===== src/hdl/tsq_pkg.sv =====
`default_nettype none

package tsq_pkg;

  // fixed field widths
  localparam int SAMPLE_BITS = 24;
  localparam int COUNT_BITS  = 16;
  localparam int TICK_BITS   = 32;
  localparam int WLEN_BITS   = 6;

  // calibration sum holds up to 65535 samples
  localparam int SUM_BITS  = SAMPLE_BITS + COUNT_BITS;
  // tracking dividend is product plus one sample
  localparam int DVD_BITS  = SUM_BITS + 1;
  // divider retires two quotient bits per cycle
  localparam int DIV_STEPS = (DVD_BITS + 1) / 2;
  localparam int DVD_PAD   = 2 * DIV_STEPS;
  localparam int CNT_BITS  = $clog2(DIV_STEPS + 1);

  // trigger threshold is baseline * 201 / 200
  localparam int THR_NUM  = 201;
  localparam int THR_DEN  = 200;
  localparam int THR_BITS = SAMPLE_BITS + 8;

  localparam logic [COUNT_BITS-1:0] RC_MAX = '1;

  // edge codes
  localparam logic [1:0] EDGE_NONE = 2'd0;
  localparam logic [1:0] EDGE_RISE = 2'd1;
  localparam logic [1:0] EDGE_FALL = 2'd2;

  // register indexes
  localparam logic [1:0] REG_WINDOW  = 2'd0;
  localparam logic [1:0] REG_COUNT   = 2'd1;
  localparam logic [1:0] REG_SETTLE  = 2'd2;
  localparam logic [1:0] REG_TIMEOUT = 2'd3;

  // register reset values
  localparam logic [WLEN_BITS-1:0]  WINDOW_RST  = 6'd8;
  localparam logic [COUNT_BITS-1:0] COUNT_RST   = 16'd16;
  localparam logic [COUNT_BITS-1:0] SETTLE_RST  = 16'd100;
  localparam logic [TICK_BITS-1:0]  TIMEOUT_RST = 32'd180000000;

  typedef struct packed {
    logic [SAMPLE_BITS-1:0] sample;
    logic [TICK_BITS-1:0]   now_ticks;
  } tsq_in_t;

  typedef struct packed {
    logic [1:0]           edge_res;
    logic                 pressed;
    logic [TICK_BITS-1:0] state_duration;
    logic                 calibrating;
  } tsq_out_t;

  typedef struct packed {
    logic [WLEN_BITS-1:0]  window_length;
    logic [COUNT_BITS-1:0] baseline_count;
    logic [COUNT_BITS-1:0] settle_samples;
    logic [TICK_BITS-1:0]  hold_timeout_ticks;
  } tsq_cfg_t;

  // controller to datapath
  typedef struct packed {
    logic load;
    logic calc;
    logic mul;
    logic div_load;
    logic div_step;
    logic wb;
    logic push;
  } tsq_cmd_t;

  // datapath to controller
  typedef struct packed {
    logic calc_mul;
    logic calc_div;
    logic div_last;
  } tsq_sts_t;

endpackage

`default_nettype wire


===== src/hdl/tsq_cfg.sv =====
`default_nettype none

module tsq_cfg
  import tsq_pkg::*;
(
  input  wire logic        clk_i,
  input  wire logic        rst_ni,
  input  wire logic        psel,
  input  wire logic        penable,
  input  wire logic        pwrite,
  input  wire logic [3:0]  paddr,
  input  wire logic [31:0] pwdata,
  output logic [31:0]      prdata,
  output tsq_cfg_t         cfg_o
);

  tsq_cfg_t   cfg_q;
  logic       wr_en;
  logic [1:0] idx;

  assign idx   = paddr[3:2];
  assign wr_en = psel && penable && pwrite;

  // register writes
  always_ff @(posedge clk_i or negedge rst_ni) begin
    if (!rst_ni) begin
      cfg_q.window_length      <= WINDOW_RST;
      cfg_q.baseline_count     <= COUNT_RST;
      cfg_q.settle_samples     <= SETTLE_RST;
      cfg_q.hold_timeout_ticks <= TIMEOUT_RST;
    end else if (wr_en) begin
      case (idx)
        REG_WINDOW:  cfg_q.window_length      <= pwdata[WLEN_BITS-1:0];
        REG_COUNT:   cfg_q.baseline_count     <= pwdata[COUNT_BITS-1:0];
        REG_SETTLE:  cfg_q.settle_samples     <= pwdata[COUNT_BITS-1:0];
        REG_TIMEOUT: cfg_q.hold_timeout_ticks <= pwdata[TICK_BITS-1:0];
        default: ;
      endcase
    end
  end

  // read mux
  always_comb begin
    case (idx)
      REG_WINDOW:  prdata = 32'(cfg_q.window_length);
      REG_COUNT:   prdata = 32'(cfg_q.baseline_count);
      REG_SETTLE:  prdata = 32'(cfg_q.settle_samples);
      REG_TIMEOUT: prdata = cfg_q.hold_timeout_ticks;
      default:     prdata = '0;
    endcase
  end

  assign cfg_o = cfg_q;

endmodule

`default_nettype wire


===== src/hdl/tsq_datapath.sv =====
`default_nettype none

module tsq_datapath
  import tsq_pkg::*;
#(
  parameter int WINDOW_MAX = 32
) (
  input  wire logic     clk_i,
  input  wire logic     rst_ni,
  input  wire tsq_cfg_t cfg_i,
  input  wire tsq_in_t  in_data_i,
  input  wire tsq_cmd_t cmd_i,
  output tsq_sts_t      sts_o,
  output tsq_out_t      out_data_o
);

  // input request and per-item values
  logic [SAMPLE_BITS-1:0] sample_q;
  logic [TICK_BITS-1:0]   now_q;
  logic [TICK_BITS-1:0]   dur_q;

  // qualifier state
  logic [WINDOW_MAX-1:0]  hist_q;
  logic                   touch_q;
  logic [TICK_BITS-1:0]   change_q;
  logic [SAMPLE_BITS-1:0] base_q;
  logic [COUNT_BITS-1:0]  rc_q;
  logic                   calib_q;
  logic [COUNT_BITS-1:0]  seen_q;
  logic [SUM_BITS-1:0]    sum_q;

  // multiplier and divider
  logic [SUM_BITS-1:0]    prod_q;
  logic [DVD_PAD-1:0]     quo_q;
  logic [COUNT_BITS-1:0]  rem_q;
  logic [COUNT_BITS-1:0]  dvs_q;
  logic [CNT_BITS-1:0]    cnt_q;

  tsq_out_t res_q;
  tsq_out_t out_q;

  logic [COUNT_BITS-1:0]  eff_cnt;
  logic [THR_BITS-1:0]    s_scaled;
  logic [THR_BITS-1:0]    b_scaled;
  logic                   trig;
  logic [WINDOW_MAX-1:0]  win_mask;
  logic [WINDOW_MAX-1:0]  hist_new;
  logic                   timed_out;
  logic                   next_touch;
  logic [COUNT_BITS-1:0]  rc_base;
  logic [COUNT_BITS-1:0]  rc_inc;
  logic [COUNT_BITS-1:0]  rc_new;
  logic                   settled;
  logic                   recal;
  logic                   track;
  logic [1:0]             edge_nx;
  logic [SUM_BITS-1:0]    sum_new;
  logic [COUNT_BITS-1:0]  seen_new;
  logic                   calib_done;
  logic [DVD_PAD-1:0]     quo_nx;
  logic [COUNT_BITS-1:0]  rem_nx;

  assign eff_cnt = (cfg_i.baseline_count == '0) ? COUNT_BITS'(1) : cfg_i.baseline_count;

  // window mask: zero length acts as one, oversize fills the history
  always_comb begin
    for (int i = 0; i < WINDOW_MAX; i++) begin
      win_mask[i] = (i == 0) || (WLEN_BITS'(i) < cfg_i.window_length);
    end
  end

  // trigger: sample > floor(base*201/200) is the same as 200*sample > 201*base
  assign s_scaled = THR_BITS'(sample_q) * THR_BITS'(THR_DEN);
  assign b_scaled = THR_BITS'(base_q) * THR_BITS'(THR_NUM);
  assign trig     = s_scaled > b_scaled;

  // debounce, timeout and release counting
  always_comb begin
    timed_out  = touch_q && (dur_q >= cfg_i.hold_timeout_ticks);
    hist_new   = timed_out ? '0 : WINDOW_MAX'({hist_q, trig});
    next_touch = touch_q ? ((hist_new & win_mask) != '0)
                         : ((hist_new & win_mask) == win_mask);
    rc_base    = timed_out ? cfg_i.settle_samples : rc_q;
    rc_inc     = (rc_base != RC_MAX) ? rc_base + COUNT_BITS'(1) : rc_base;
    rc_new     = next_touch ? '0 : rc_inc;
    settled    = !next_touch && (rc_inc >= cfg_i.settle_samples);
    recal      = settled && timed_out;
    track      = settled && !timed_out;
    if (next_touch && !touch_q) begin
      edge_nx = EDGE_RISE;
    end else if (!next_touch && touch_q) begin
      edge_nx = EDGE_FALL;
    end else begin
      edge_nx = EDGE_NONE;
    end
  end

  // calibration accumulate
  assign sum_new    = sum_q + SUM_BITS'(sample_q);
  assign seen_new   = (seen_q != RC_MAX) ? seen_q + COUNT_BITS'(1) : seen_q;
  assign calib_done = seen_new >= eff_cnt;

  // two restoring division steps
  always_comb begin
    logic [COUNT_BITS:0]  t;
    logic [DVD_PAD-1:0]   q;
    logic [COUNT_BITS-1:0] r;
    q = quo_q;
    r = rem_q;
    for (int k = 0; k < 2; k++) begin
      t = {r, q[DVD_PAD-1]};
      q = {q[DVD_PAD-2:0], 1'b0};
      if (t >= {1'b0, dvs_q}) begin
        t    = t - {1'b0, dvs_q};
        q[0] = 1'b1;
      end
      r = t[COUNT_BITS-1:0];
    end
    quo_nx = q;
    rem_nx = r;
  end

  // status to controller
  assign sts_o.calc_mul = !calib_q && track;
  assign sts_o.calc_div = calib_q ? calib_done : track;
  assign sts_o.div_last = (cnt_q == CNT_BITS'(1));

  // state registers
  always_ff @(posedge clk_i or negedge rst_ni) begin
    if (!rst_ni) begin
      hist_q   <= '0;
      touch_q  <= 1'b0;
      change_q <= '0;
      base_q   <= '0;
      rc_q     <= '0;
      calib_q  <= 1'b1;
      seen_q   <= '0;
      sum_q    <= '0;
      cnt_q    <= '0;
    end else begin
      if (cmd_i.calc) begin
        if (calib_q) begin
          sum_q  <= sum_new;
          seen_q <= seen_new;
        end else begin
          hist_q  <= hist_new;
          touch_q <= next_touch;
          rc_q    <= rc_new;
          if (next_touch != touch_q) begin
            change_q <= now_q;
          end
          if (recal) begin
            calib_q <= 1'b1;
            seen_q  <= '0;
            sum_q   <= '0;
          end
        end
      end
      if (cmd_i.div_load) begin
        cnt_q <= CNT_BITS'(DIV_STEPS);
      end
      if (cmd_i.div_step) begin
        cnt_q <= cnt_q - CNT_BITS'(1);
      end
      // baseline update, end of calibration clears the qualifier
      if (cmd_i.wb) begin
        base_q <= quo_q[SAMPLE_BITS-1:0];
        if (calib_q) begin
          calib_q <= 1'b0;
          seen_q  <= '0;
          sum_q   <= '0;
          touch_q <= 1'b0;
          hist_q  <= '0;
        end
      end
    end
  end

  // payload registers
  always_ff @(posedge clk_i) begin
    if (cmd_i.load) begin
      sample_q <= in_data_i.sample;
      now_q    <= in_data_i.now_ticks;
      dur_q    <= in_data_i.now_ticks - change_q;
    end
    if (cmd_i.calc) begin
      res_q.state_duration <= dur_q;
      if (calib_q) begin
        res_q.edge_res    <= EDGE_NONE;
        res_q.pressed     <= 1'b0;
        res_q.calibrating <= 1'b1;
      end else begin
        res_q.edge_res    <= edge_nx;
        res_q.pressed     <= next_touch;
        res_q.calibrating <= 1'b0;
      end
    end
    if (cmd_i.mul) begin
      prod_q <= SUM_BITS'(base_q) * SUM_BITS'(eff_cnt - COUNT_BITS'(1));
    end
    if (cmd_i.div_load) begin
      quo_q <= calib_q ? DVD_PAD'(sum_q)
                       : DVD_PAD'({1'b0, prod_q} + DVD_BITS'(sample_q));
      rem_q <= '0;
      dvs_q <= eff_cnt;
    end
    if (cmd_i.div_step) begin
      quo_q <= quo_nx;
      rem_q <= rem_nx;
    end
    if (cmd_i.push) begin
      out_q <= res_q;
    end
  end

  assign out_data_o = out_q;

endmodule

`default_nettype wire


===== src/hdl/tsq_ctrl.sv =====
`default_nettype none

module tsq_ctrl
  import tsq_pkg::*;
(
  input  wire logic     clk_i,
  input  wire logic     rst_ni,
  input  wire logic     in_valid_i,
  output logic          in_stall_o,
  output logic          out_valid_o,
  input  wire logic     out_stall_i,
  input  wire tsq_sts_t sts_i,
  output tsq_cmd_t      cmd_o
);

  localparam logic [2:0] S_IDLE = 3'd0;
  localparam logic [2:0] S_CALC = 3'd1;
  localparam logic [2:0] S_MUL  = 3'd2;
  localparam logic [2:0] S_LOAD = 3'd3;
  localparam logic [2:0] S_DIV  = 3'd4;
  localparam logic [2:0] S_WB   = 3'd5;
  localparam logic [2:0] S_PUSH = 3'd6;

  logic [2:0] state_q;
  logic [2:0] state_d;
  logic       out_valid_q;
  logic       out_valid_d;
  logic       out_free;

  assign in_stall_o = (state_q != S_IDLE);
  assign out_free   = !out_valid_q || !out_stall_i;

  // sequencing
  always_comb begin
    state_d = state_q;
    cmd_o   = '0;
    case (state_q)
      S_IDLE: begin
        if (in_valid_i) begin
          cmd_o.load = 1'b1;
          state_d    = S_CALC;
        end
      end
      S_CALC: begin
        cmd_o.calc = 1'b1;
        if (sts_i.calc_mul) begin
          state_d = S_MUL;
        end else if (sts_i.calc_div) begin
          state_d = S_LOAD;
        end else begin
          state_d = S_PUSH;
        end
      end
      S_MUL: begin
        cmd_o.mul = 1'b1;
        state_d   = S_LOAD;
      end
      S_LOAD: begin
        cmd_o.div_load = 1'b1;
        state_d        = S_DIV;
      end
      S_DIV: begin
        cmd_o.div_step = 1'b1;
        if (sts_i.div_last) begin
          state_d = S_WB;
        end
      end
      S_WB: begin
        cmd_o.wb = 1'b1;
        state_d  = S_PUSH;
      end
      S_PUSH: begin
        if (out_free) begin
          cmd_o.push = 1'b1;
          state_d    = S_IDLE;
        end
      end
      default: begin
        state_d = S_IDLE;
      end
    endcase
  end

  // result valid
  always_comb begin
    out_valid_d = out_valid_q;
    if (cmd_o.push) begin
      out_valid_d = 1'b1;
    end else if (!out_stall_i) begin
      out_valid_d = 1'b0;
    end
  end

  always_ff @(posedge clk_i or negedge rst_ni) begin
    if (!rst_ni) begin
      state_q     <= S_IDLE;
      out_valid_q <= 1'b0;
    end else begin
      state_q     <= state_d;
      out_valid_q <= out_valid_d;
    end
  end

  assign out_valid_o = out_valid_q;

  // accepted request always goes to the decision step
  a_accept_calc: assert property (@(posedge clk_i) disable iff (!rst_ni)
    (in_valid_i && !in_stall_o) |=> (state_q == S_CALC))
    else $error("accepted request did not enter decision step");

  // a pushed result is presented next cycle
  a_push_valid: assert property (@(posedge clk_i) disable iff (!rst_ni)
    cmd_o.push |=> out_valid_o)
    else $error("pushed result not valid");

  // push never overwrites a waiting result
  a_push_free: assert property (@(posedge clk_i) disable iff (!rst_ni)
    cmd_o.push |-> (!out_valid_q || !out_stall_i))
    else $error("result overwritten while stalled");

  // the last divider step always hands over to write back
  a_div_exit: assert property (@(posedge clk_i) disable iff (!rst_ni)
    (state_q == S_DIV && sts_i.div_last) |=> (state_q == S_WB))
    else $error("divider did not hand over to write back");

endmodule

`default_nettype wire


===== src/hdl/touch_sense_qualifier.sv =====
// a request passes the load, decision and push states; a baseline recompute (calibration
//   end or tracking) adds multiply (tracking only), divider load, divide and write-back
// a new request is taken only back in idle, after the previous result is pushed; the
//   two-bit-per-cycle divider (21 steps) recomputes the baseline
// reset: asynchronous, clears the qualifier and starts a fresh calibration
`default_nettype none

module touch_sense_qualifier
  import tsq_pkg::*;
#(
  parameter int WINDOW_MAX = 32
) (
  input  wire logic        clk_i,
  input  wire logic        rst_ni,
  input  wire logic        in_valid_i,
  output logic             in_stall_o,
  input  wire tsq_in_t     in_data_i,
  output logic             out_valid_o,
  input  wire logic        out_stall_i,
  output tsq_out_t         out_data_o,
  input  wire logic        psel,
  input  wire logic        penable,
  input  wire logic        pwrite,
  input  wire logic [3:0]  paddr,
  input  wire logic [31:0] pwdata,
  output logic [31:0]      prdata,
  output logic             pready
);

  tsq_cfg_t cfg;
  tsq_cmd_t cmd;
  tsq_sts_t sts;

  assign pready = 1'b1;

  // configuration registers
  tsq_cfg u_cfg (
    .clk_i   (clk_i),
    .rst_ni  (rst_ni),
    .psel    (psel),
    .penable (penable),
    .pwrite  (pwrite),
    .paddr   (paddr),
    .pwdata  (pwdata),
    .prdata  (prdata),
    .cfg_o   (cfg)
  );

  // sequencer
  tsq_ctrl u_ctrl (
    .clk_i       (clk_i),
    .rst_ni      (rst_ni),
    .in_valid_i  (in_valid_i),
    .in_stall_o  (in_stall_o),
    .out_valid_o (out_valid_o),
    .out_stall_i (out_stall_i),
    .sts_i       (sts),
    .cmd_o       (cmd)
  );

  // qualifier datapath
  tsq_datapath #(
    .WINDOW_MAX (WINDOW_MAX)
  ) u_dp (
    .clk_i      (clk_i),
    .rst_ni     (rst_ni),
    .cfg_i      (cfg),
    .in_data_i  (in_data_i),
    .cmd_i      (cmd),
    .sts_o      (sts),
    .out_data_o (out_data_o)
  );

endmodule

`default_nettype wire

===== config.mk =====
export PLATFORM = sky130hd
export DESIGN_NAME = touch_sense_qualifier
export DESIGN_NICKNAME = d
export VERILOG_FILES = /design/src/hdl/tsq_pkg.sv /design/src/hdl/tsq_cfg.sv /design/src/hdl/tsq_datapath.sv /design/src/hdl/tsq_ctrl.sv /design/src/hdl/touch_sense_qualifier.sv
export SDC_FILE = /design/constraint.sdc
export NUM_CORES = 2
export LEC_CHECK = 0
export ABC_AREA = 1
export BUFFER_PORTS_ARGS = -buffer_cell sky130_fd_sc_hd__buf_2
export CORE_MARGIN = 3
export CORE_UTILIZATION = 45
export DETAILED_ROUTE_END_ITERATION = 8
export PLACE_DENSITY = 0.64
export SYNTH_ARGS = -nofsm -noshare
export SYNTH_HDL_FRONTEND = slang
export SYNTH_SLANG_ARGS = --single-unit

===== constraint.sdc =====
create_clock -name clk_i -period 9.46 [get_ports clk_i]
set_input_delay 2.838 -clock clk_i [delete_from_list [all_inputs] [get_ports clk_i]]
set_output_delay 2.838 -clock clk_i [all_outputs]
set_load 0.02 [all_outputs]

# Word level (Yosys, flattened, before mapping)
# Cells that the tools add are included.
[word_totals]
register_bits = 515
latchBits = 0
ramBits = 0
rom_bits = 0
in_bits = 99
out_inout_bits = 71
wordCells = 193
n_memories = 0
[op_classes]
addsub = 9
multipliers = 3
div = 0
magnitude_cmp = 37
eq_ne = 18
shift = 0
n_mux = 63
n_bitwise = 2
n_reduce_logical = 30
[op_table]
columns = ["op", "n"]
rows = [
  ["$mux W16", 14],
  ["$mux W40", 5],
  ["$mux W32", 5],
  ["$pmux W32 S4", 1],
  ["$mux W42", 3],
  ["$lt A5 B6 Y1 const A", 16],
  ["$lt A4 B6 Y1 const A", 8],
  ["$add A40 B24 Y41", 1],
  ["$add A40 B24 Y40", 1],
  ["$mul A24 B40 Y40", 1],
  ["$ge A17 B16 Y1", 2],
  ["$add A16 B1 Y16 const B", 2],
  ["$and A32 B32 Y32", 1],
  ["$eq A32 B32 Y1", 1],
  ["$ge A16 B16 Y1", 2],
  ["$ge A32 B32 Y1", 1],
  ["$gt A32 B32 Y1", 1],
  ["$mul A24 B8 Y32 const B", 1],
  ["$ne A16 B16 Y1 const B", 2],
  ["$reduce_bool A32 Y1", 1],
  ["$sub A16 B16 Y16", 2],
  ["$sub A32 B32 Y32", 1],
  ["$mul A24 B5 Y29 const B", 1],
  ["$mux W1", 26],
  ["30 further kinds", 63],
]

# Logic depth before layout (Yosys ltp)
[depth]
depth_word = 14
mapped_depth = 48
mapped_depth_nobuf = 46

# Hierarchy
# A second synthesis with hierarchy kept.
[hier_totals]
cells_unflattened = 5811
hier_area_um2 = 48335.1
[modules_own_cells]
columns = ["module", "instances", "cells_per_inst", "area_per_inst_um2", "seq_area_each_um2"]
rows = [
  ["tsq_datapath", 1, 5340, 44699.1, 12383.1],
  ["tsq_cfg", 1, 422, 3329.4, 1771.7],
  ["tsq_ctrl", 1, 47, 295.3, 100.1],
  ["touch_sense_qualifier", 1, 2, 11.3, 0.0],
]

# Least setup slack after synthesis
# Ideal clock, no wire load.
[synth_path]
path_kind = "register to register"
start = "register u_cfg.cfg_q, in the netlist u_cfg.cfg_o[52]"
end = "register u_dp.prod_q[35] (data pin)"
setup_ns = 0.265
arrival_ns = 8.421
t_required_ns = 9.195
setup_slack_ns = 0.774
path_stages_with_launch = 38
path_buffers = 0
period_less_slack_ns = 8.686
path_cell_list = "dfstp_2 > nor2_1 > nand2_1 > nor2_1 > nand4_1 > nand2_1 > clkinv_1 > ha_1 > inv_1 > nor2_1 > inv_1 > nor2_1 > nand2_1 > nor2_1 > nand2_1 > inv_1 > nand2_1 > fa_1 > [2 not listed] > inv_1 > fa_1 > inv_1 > fa_1 > fa_1 > fa_1 > inv_1 > fa_1 > inv_1 > ha_1 > a21oi_1 > o21ai_0 > a21oi_1 > o221ai_1 > a31o_2 > a21boi_0 > o21ai_0 > xor2_1"
[synth_via]
elab_chain_cells = 4
[synth_rtl]
columns = ["item", "line_no", "rtl"]
rows = [
  ["start, declared", "tsq_cfg.sv:17", "tsq_cfg_t cfg_q;"],
  ["$logic_not A16 Y1", "tsq_datapath.sv:63", "assign eff_cnt = (cfg_i.baseline_count == '0) ? COUNT_BITS'(1) : cfg_i.baseline_count;"],
  ["$mux W16 *", "tsq_datapath.sv:63", ""],
  ["$sub A16 B1 Y17 *", "tsq_datapath.sv:199", "prod_q <= SUM_BITS'(base_q) * SUM_BITS'(eff_cnt - COUNT_BITS'(1));"],
  ["$mul A24 B40 Y40 *", "tsq_datapath.sv:199", ""],
  ["end signal, assigned", "tsq_datapath.sv:199", ""],
  ["end, declared", "tsq_datapath.sv:33", "logic [SUM_BITS-1:0] prod_q;"],
]
# Every way passes the cells marked *; elsewhere a longest branch is shown, timed or not.
# A chain may end at the register's enable or synchronous reset.

# Worst setup path after layout
[layout_path]
start = "register u_cfg.cfg_q, in the netlist u_cfg.cfg_o[49]"
end = "register u_dp.prod_q[39] (data pin)"
# The elaborated chain is that of the path after synthesis.

==> impl_metrics.py <==
metrics = {
    "drt": {
        "dr.pass1.iters": 6,
        "postRouteAntennaNets": 0,
        "first_iter_violations": 3404,
        "routed_wl_mm": 140,
        "vias_per_cell": 5.32,
        "vias": 39900,
        "drc": 0,
        "wl_per_cell_um": 18.7,
    },
    "clock_tree": {
        "cts_tree": "built",
        "cts_made_buffers": 60,
        "clock_latency_ns": 0.69,
        "clockRootBuffer": "clkbuf_16",
        "clkTransAtPathRegs_ns": 0.07,
        "cts_max_level": 2,
        "cts.sinks": 514,
        "cts_buffer_depth": 3,
    },
    "timing": {
        "fin_crit_ns": 9.00,
        "fmax_ghz": 0.111,
        "fin_crit_sh": 0.952,
        "hold-worst-slack_ns": 0.391,
        "tightestPinTransition_ns": 1.28,
        "slew_violations": 0,
        "relSlewSlack": 0.143,
        "skew_ns": 0.0506,
        "grt_setup_unrepaired": "false",
        "fin_setup_tns_ns": 0,
        "hold_viol": 0,
        "setup_viol": 0,
    },
    "run_status": {
        "outcome": "completed",
    },
    "floorplan": {
        "start_util": 0.456,
        "die_area_um2": 115000,
        "num_rows": 121,
        "fp.coreArea_um2": 109000,
        "io_pins": 170,
        "die_h_um": 339,
        "fp.dieW_um": 339,
    },
    "global_routing": {
        "grt_start_max_net_pins": 127,
        "grt_pass1_vias": 39500,
        "grt_first_pass_wirelength_mm": 222,
        "antenna_found_initial": 1,
        "grt_usage": 0.244,
        "gr-total-overflow": 0,
    },
    "finish": {
        "area_delta_synth_final_pct": 9.96,
        "finalNetCount": 7058,
        "utilization": 0.501,
        "nFillCells": 10300,
        "final_layout_size_suffix_gt1_frac": 0.0742,
        "final_cell_mix": "nand2_1, inv_1, fa_1",
        "final_common_cell": "nand2_1",
        "diodes": 0,
    },
    "logic_synthesis": {
        "ys_ff_latch": 514,
        "syn_nets": 6906,
        "synth_edf_count": 274,
        "async_flop_share": 0.467,
        "yosysTopAreaCell": "fa_1",
        "synth.distinct_cells": 60,
        "synth_top_area_share": 0.203,
        "syn_inst": 5824,
        "synth-main-ff-cell": "edfxtp_1",
        "synth_area_um2": 49900,
        "syn_area_per_cell_um2": 8.56,
        "yosys_warnings": 0,
        "ys_seq_area_frac": 0.286,
        "synthTopCellsByArea": "fa_1, edfxtp_1, ha_1",
    },
    "worst_setup_path": {
        "critPathMaxFanout": 15,
        "worst_setup_path_end_kind": "flop",
        "cp_common_cell": "inv_1",
        "crit_path_max_incr_delay_ns": 0.68,
        "crit_path_top_delay_cell": "fa_1",
        "worstPathRequired_ns": 9.86,
        "setup.worst_path.class": "flop to flop",
        "startpoint_type": "flop",
        "critPathArrivalTime_ns": 9.41,
    },
    "place": {
        "gp_congestion": 0.921,
        "dpl.hpwl_mm": 109,
        "numPortBuffers": 166,
    },
    "run": {
        "timing.max_cap.violations": 0,
    },
    "hold_path": {
        "holdCritPathClass": "flop to flop",
    },
}
final cells by class:
| cell class | instances | area (µm²) | share of cell area |
|---|---|---|---|
| clock buffers | 73 | 1590 | 0.0290 |
| clock inverters | 41 | 534 | 0.00974 |
| inverters | 1066 | 4010 | 0.0731 |
| multi-input cells | 4069 | 31000 | 0.565 |
| flip-flops and latches | 514 | 14300 | 0.260 |
| well taps | 1476 | 1850 | 0.0337 |
| repair buffers | 265 | 1600 | 0.0291 |
through the flow:
stage          area [µm²]  worst slack, ns  std cells
2_1_floorplan       49900            0.774       5824
3_3_place_gp        52600            0.367       7385
3_5_place_dp        52600            0.218       7385
4_1_cts             54800            0.216       7499
5_1_grt             54800           0.0113       7504
6_report            54800            0.456       7504
per-layer routing:
layer / vias to the layer above / share of wire / global-route usage
li1: 18900 / - / -
met1: 19400 / 0.45 / 0.350
met2: 1345 / 0.45 / 0.383
met3: 227 / 0.074 / 0.0384
met4: 0 / 0.031 / 0.0704
met5: - / 0 / 0
worst max-delay path, delay by kind of cell, from the launching register on:
family | cells | cell delay (ns)
AO/OA/AOI/OAI | 2 | 0.31
XOR/XNOR | 1 | 0.17
adder cells (fa/ha/maj) | 9 | 4.62
buffers and inverters | 11 | 1.22
flip-flops | 1 | 0.48
AND/OR/NAND/NOR | 14 | 1.88
timing repair:
item	in CTS	in global routing
gates resized for setup	0	15
buffers inserted	0	5
endpoints found under the setup margin	0	11
hold buffers	0	0
state kept, by name, summed over array words and instances, names as in the netlist, 24 cells and up:
name,flops
u_cfg.cfg_o,70
u_dp.quo_q,42
u_dp.prod_q,40
u_dp.sum_q,40
u_dp.out_data_o,36
u_dp.res_q,36
u_dp.change_q,32
u_dp.dur_q,32
u_dp.now_q,32
u_dp.hist_q,31
u_dp.base_q,24
u_dp.sample_q,24
final timing paths:
kind / startpoint / endpoint / slack, ns / cells after the start
max: u_cfg.cfg_o[49]$_DFFE_PN0P_ / u_dp.prod_q[39]$_DFFE_PP_ / 0.46 / 37
min: u_dp.res_q[20]$_DFFE_PN_ / u_dp.out_data_o[20]$_DFFE_PP_ / 0.39 / 0
max reg2reg: u_cfg.cfg_o[49]$_DFFE_PN0P_ / u_dp.prod_q[39]$_DFFE_PP_ / 0.46 / 37
min reg2reg: u_dp.res_q[20]$_DFFE_PN_ / u_dp.out_data_o[20]$_DFFE_PP_ / 0.39 / 0
max in group asynchronous: rst_ni / u_dp.change_q[3]$_DFFE_PN0P_ / 5.83 / 2
min in group asynchronous: rst_ni / u_dp.cnt_q[2]$_DFFE_PN0P_ / 2.26 / 1
cells in the mapped netlist, types with 3 or more instances:
master,n
nor3_1,31
ha_1,477
nor4_1,23
o211ai_1,27
o21a_1,14
o21ai_0,350
fa_1,506
or4_1,3
o22ai_1,3
inv_1,1049
a22o_1,6
o31ai_1,10
dfstp_2,17
edfxtp_1,274
a211oi_1,7
nor2_1,449
clkbuf_1,139
o2111ai_1,9
o221ai_1,16
or2_2,10
xnor2_1,83
o21bai_1,12
buf_4,3
a21oi_1,375
a221oi_1,4
nand3b_1,5
dfrtp_1,223
nand2_1,1171
a21boi_1,5
xor2_1,118
a21o_1,9
a21boi_0,11
inv_2,9
buf_1,14
a31oi_1,19
nand3_1,218
nand2_2,3
buf_2,14
o21ai_1,22
and3_1,3
nand4_1,41
buf_6,5
o21ai_2,11
clkinv_1,8
cell families (layout without fill, tap and decap cells):
family,Yosys count,in the layout,share of synthesized area
simple gates,1964,1964,0.159
buf+inv,1241,1445,0.0947
fa+ha+maj,983,983,0.323
compound gates,919,919,0.102
flops,514,514,0.286
xor+xnor,201,201,0.0353
other cells,1,1,0.0000752
mux,1,1,0.000226
Power is left out: the tool's default activity adds up to more than one toggle a clock period on the data nets, which glitch-free logic cannot reach.
